`config.mk`:
```
export PLATFORM = sky130hd
export DESIGN_NAME = tpw_sqrt
export DESIGN_NICKNAME = d
export VERILOG_FILES = /design/src/rtl/tpw_sqrt.sv
export SDC_FILE = /design/constraint.sdc
export NUM_CORES = 2
export LEC_CHECK = 0
export BUFFER_PORTS_ARGS = -buffer_cell sky130_fd_sc_hd__buf_2
export CAP_MARGIN = 20
export CORE_MARGIN = 2
export CORE_UTILIZATION = 40
export CTS_CLUSTER_DIAMETER = 100
export DETAILED_ROUTE_END_ITERATION = 7
export PLACE_DENSITY = 0.63
export SYNTH_ARGS = -nofsm -noshare
export SYNTH_HDL_FRONTEND = slang
export SYNTH_MEMORY_MAX_BITS = 65536
export SYNTH_SLANG_ARGS = --single-unit
```
`constraint.sdc`:
```
create_clock -name clk -period 6 [get_ports clk]
set_input_delay 0.6 -clock clk [delete_from_list [all_inputs] [get_ports clk]]
set_output_delay 0.6 -clock clk [all_outputs]
set_load 0.01 [all_outputs]
```
`src/rtl/tpw_sqrt.sv`:
```
// Pipelined digit-by-digit integer square root, one result bit per stage.
// No dependencies.
`default_nettype none

module tpw_sqrt #(
  parameter int W  = 32,
  parameter int SW = 1
) (
  input  logic           clk,
  input  logic           rst,
  input  logic           en,
  input  logic           in_valid,
  input  logic [2*W-1:0] in_rad,
  input  logic [SW-1:0]  in_side,
  output logic           out_valid,
  output logic [W-1:0]   out_root,
  output logic [SW-1:0]  out_side
);

  logic           valid [W+1];
  logic [W:0]     rem   [W+1];
  logic [W-1:0]   root  [W+1];
  logic [2*W-1:0] rad   [W+1];
  logic [SW-1:0]  side  [W+1];

  // Input stage: remainder and root start at zero.
  always_ff @(posedge clk) begin
    if (rst) begin
      valid[0] <= 1'b0;
    end else if (en) begin
      valid[0] <= in_valid;
    end
    if (en) begin
      rem[0]  <= '0;
      root[0] <= '0;
      rad[0]  <= in_rad;
      side[0] <= in_side;
    end
  end

  // Each stage brings down two radicand bits and tries the next root bit.
  for (genvar k = 0; k < W; k++) begin : g_step
    logic [W+2:0] nv;
    logic [W+2:0] trial;
    logic         ge;

    always_comb begin
      nv    = {rem[k], rad[k][2*W-1:2*W-2]};
      trial = {1'b0, root[k], 2'b01};
      ge    = nv >= trial;
    end

    always_ff @(posedge clk) begin
      if (rst) begin
        valid[k+1] <= 1'b0;
      end else if (en) begin
        valid[k+1] <= valid[k];
      end
      if (en) begin
        rem[k+1]  <= ge ? (W+1)'(nv - trial) : (W+1)'(nv);
        root[k+1] <= {root[k][W-2:0], ge};
        rad[k+1]  <= rad[k] << 2;
        side[k+1] <= side[k];
      end
    end
  end

  assign out_valid = valid[W];
  assign out_root  = root[W];
  assign out_side  = side[W];

endmodule

`default_nettype wire

```
# Yosys cells after proc, flatten, opt, wreduce, memory -nomap -nowiden
# Memory sizes are Yosys's and may differ from the RTL's.
# Cells that the tools add are included.
[word_totals]
regBits = 0
latchBits = 0
ramBits = 4323
romBits = 0
inputBits = 69
word_cells = 173
memories = 5
[op_classes]
add_sub_neg = 32
multipliers = 0
div = 0
order_cmp = 32
eq_ne = 0
shift = 0
n_mux = 71
n_bitwise = 33
reduce_logical = 0
[mem_list]
columns = ["name", "words", "width", "rd", "rd_clocked_by_memory_dff", "wr", "line_no", "rtl"]
rows = [
  ["rad", 33, 64, 32, 0, 33, "23", "logic [2*W-1:0] rad [W+1];"],
  ["rem", 33, 33, 32, 0, 33, "21", "logic [W:0] rem [W+1];"],
  ["root", 33, 32, 33, 0, 33, "22", "logic [W-1:0] root [W+1];"],
  ["side", 33, 1, 33, 0, 33, "24", "logic [SW-1:0] side [W+1];"],
  ["valid", 33, 1, 33, 0, 33, "20", "logic valid [W+1];"],
]
[op_table]
columns = ["operator", "n"]
rows = [
  ["35-bit by 34-bit greater-or-equal comparator with 1-bit output", 32],
  ["33-bit 2-to-1 mux", 32],
  ["33-bit subtractor", 32],
  ["1-bit 2-to-1 mux", 39],
  ["1-bit OR", 33],
]

# Longest topological paths before layout
[depth]
word_depth = 4
depth_mapped = 15

# Worst setup path after synthesis
# No wires, ideal clock.
[synth_path]
path_kind = "flip-flop to flip-flop"
startpoint = "memory rem[0][828] (netlist name)"
endpoint = "memory rem[0][881] (netlist name), data pin"
t_arrival_ps = 3444
slack_ps = 2286
stages_incl_launch_ff = 13
cell_sequence = "edfxtp_1 -> ha_1 -> a21oi_1 -> o21ai_0 -> a211o_1 -> o31a_1 -> a221oi_1 -> o21bai_1 -> a221oi_1 -> and2_1 -> clkbuf_1 -> clkbuf_1 -> o21ai_0"
[synth_rtl]
columns = ["element", "line_no"]
rows = [
  ["start: declaration", "21"],
]

==> flow_summary_export.csv <==
group,metric,value,unit
clock_tree,root_buffer,"clkbuf_16",
sta,holdWs,0.283,ns
power_and_ir_drop,switching_share,27.8,%
sta,fin_skew,0.0541,ns
global_routing,gr-total-overflow,0,
routing,firstDrtPassIters,6,
synthesis,ys_ff_latch,2625,
power_and_ir_drop,seqPwrFrac,47.0,%
final_layout,area_delta_synth_final,13.2,%
floorplan,rows,201,
floorplan,initial_core_util,40.1,%
clock_tree,cts_resized,0,
placement,port_buffers,102,
global_routing,grt_pass1_vias,70600,
final_layout,final_common_cell,"edfxtp_1",
synthesis,ys_types,90,
floorplan,io_pins,103,
power_and_ir_drop,pwr-share-clk,34.0,%
power_and_ir_drop,irDropWorstVdd,239,uV
global_routing,grtUsageTotal,15.9,%
floorplan,die_y,552,microns
clock_tree,post_cts_buffers,0,
final_layout,drive_above_1_share,7.92,%
setup_path,cpMaxStageDelayCell,"a221oi_1",
sta,fin_setup_tns,0,ns
global_routing,antenna_found_initial,3,
clock_tree,cts_sinks,2625,
synthesis,postSynthAreaPerCell,13.2,sq um
placement,routabilityCongestion,0.893,
global_routing,grt_pass1_wl,386000,microns
sta,final_hold_viol_count,0,
power_and_ir_drop,pwr-share-comb,19.0,%
power_and_ir_drop,leakage,51.4,nW
synthesis,syn-instance-count,9074,
synthesis,syn_nets,9704,
clock_tree,clock_path_buffers,4,
sta,min_period_over_period,76.7,%
synthesis,yosysWarnings,0,
setup_path,critPathKind,"reg2reg",
sta,rsz0062_at_grt,"false",
status,status,"finished, final reports clean",
setup_path,required,6.59,ns
power_and_ir_drop,netSwitchingPower,0.0146,W
clock_tree,h-tree-depth,5,
setup_path,crit_chain,"ha_1, a21oi_1, o21ai_0, a211o_1, o31a_1, a221oi_1, o21bai_1, a221oi_1, and2_1, buf_4, nor3_1, a21o_1",
synthesis,synth.largest_area_cell,"edfxtp_1",
clock_tree,clk-insertion-delay-late,0.88,ns
floorplan,fp.dieW,552,microns
power_and_ir_drop,power_density,386,nW/um^2
setup_path,critPathMaxFanout,22,
sta,slew_violations,0,
sta,relSlewSlack,15.6,%
routing,vias_per_cell,5.23,
sta,worst_pin_slew,1.27,ns
sta,max_freq,217,MHz
routing,drc_errors,0,
final_layout,nNetsFinal,10100,
setup_path,cpMostUsedCell,"a221oi_1",
setup_path,critPathLaunchType,"flop",
placement,dp_hpwl,174000,microns
run,maxCapViolations,0,
synthesis,synth_seq_area_share,65.7,%
routing,first_iter_violations,5327,
synthesis,synth-edff-count,2625,
sta,setup_viol_count_final,0,
power_and_ir_drop,power.internal,0.0378,W
synthesis,ys.flop_type,"edfxtp_1",
setup_path,end_kind,"flop",
final_layout,layout_common_cells,"2625 x edfxtp_1, 704 x inv_1, 592 x nand2_1, 561 x ha_1, 531 x nor2_1",
global_routing,grt_start_max_net_pins,171,
clock_tree,hold_buffers,66,
routing,drt-total-wl,246000,microns
routing,ant_nets,0,
synthesis,netlist_top_cells_area,"edfxtp_1 66%, ha_1 5.9%, xor2_1 3.2%, xnor2_1 2.6%, inv_1 2.2%",
synthesis,synth.top_cell.area_share,65.7,%
synthesis,synth-async-reset-ratio,0,%
clock_tree,path_clk_slew,0.06,ns
sta,post-route-min-period,4.60,ns
floorplan,fp.coreArea,299000,sq um
clock_tree,numCtsBuffers,294,
setup_path,critPathArrivalTime,5.19,ns
routing,vias,71200,
floorplan,die_area,304000,sq um
routing,wire_per_inst,18.1,microns
synthesis,syn_area,120000,sq um
final_layout,fin_util,45.4,%
min_path,hp-class,"in2reg",
setup_path,cp_slowest_stage_delay,0.62,ns
clock_tree,cts_tree,"yes",
layer usage:
layer	vias to the layer above	track usage, %	wire [microns]
li1	34400	-	-
met1	34400	20.4	106000
met2	1827	27.4	120000
met3	577	1.94	10800
met4	2	5.91	9010
met5	-	0	46
critical path: cells and delay by family, from the launching register on:
family | cells | cell delay [ns]
AOI/OAI and AO/OA | 8 | 2.56
adders and majority gates | 1 | 0.35
buffers and inverters | 1 | 0.35
DFF | 1 | 0.39
and+or+nand+nor | 2 | 0.69
logic make-up after synthesis:
family,after synthesis,synth area share [%]
flip-flops,2625,65.7
other,1,0.00313
AND/OR/NAND/NOR,2335,9.70
XOR/XNOR,793,5.79
AO/OA/AOI/OAI,1767,9.17
adder cells (fa/ha/maj),561,5.85
buffers and inverters,890,2.81
multiplexers,102,0.940
state kept, by name (all words and copies together), names as in the netlist:
| register | count |
|---|---|
| valid | 33 |
| root | 528 |
| side | 33 |
| rad | 1056 |
| rem | 975 |
cells in the mapped netlist (12+ instances only):
cell type	number
o21bai_1	58
nand4_1	88
nand2_1	593
a31oi_1	46
o211ai_1	25
or2_2	46
or3_1	110
a31o_2	14
a211oi_1	30
nor2_1	532
mux2i_1	17
o41ai_1	17
nor4_1	124
o31ai_1	77
and3_1	54
edfxtp_1	2625
and4_1	15
and2_1	77
o21a_1	94
nor3_1	228
a21oi_1	524
a21boi_0	31
a211o_1	19
or4_1	73
nand3b_1	16
nor2b_1	79
clkbuf_1	159
xor2_1	442
nand3_1	143
ha_1	561
a21o_1	220
o21ai_0	471
xnor2_1	351
a2111oi_0	19
mux2_2	85
nor3b_1	12
inv_1	704
nand2b_1	102
power groups by stage:
stage / Sequential [W] / Combinational, W / Clock [W]
floorplan: 0.0242 / 0.00736 / 0
global placement: 0.0250 / 0.00964 / 0
detailed placement: 0.0250 / 0.00982 / 0
CTS: 0.0247 / 0.00992 / 0.0184
global route: 0.0249 / 0.0111 / 0.0191
finish: 0.0246 / 0.00994 / 0.0178
stage by stage:
step                      total power (W)  area, sq um  setup WS (ns)  std cells
after floorplan                    0.0316       120000           2.29       9074
after global placement             0.0347       125000           1.41      13000
after detailed placement           0.0348       125000           1.36      13000
after CTS                          0.0530       136000           1.33      13600
after global routing               0.0550       136000          0.972      13600
final                              0.0524       136000           1.40      13600
path summary, 6_finish.rpt:
kind                                             from  slack (ns)  cells after the start                     to
worst max-delay path            rem[0][828]$_DFFE_PP_        1.40                     12  rem[0][888]$_DFFE_PP_
worst min register to register    rad[0][8]$_DFFE_PP_        0.39                      0   rad[0][74]$_DFFE_PP_
worst max register to register  rem[0][828]$_DFFE_PP_        1.40                     12  rem[0][888]$_DFFE_PP_
worst min-delay path                               en        0.28                      1   rad[0][27]$_DFFE_PP_
area by class of cell:
| cell class | count | area (sq um) |
|---|---|---|
| Inverter | 710 | 2670 |
| Sequential cell | 2625 | 78800 |
| Clock inverter | 174 | 1910 |
| Multi-Input combinational cell | 5559 | 37800 |
| Antenna cell | 1 | 2.50 |
| Timing Repair Buffer | 233 | 1900 |
| Tap cell | 3958 | 4950 |
| Fill cell | 26300 | 163000 |
| Clock buffer | 356 | 7720 |
No activity file was read; power rests on OpenSTA's default activity.
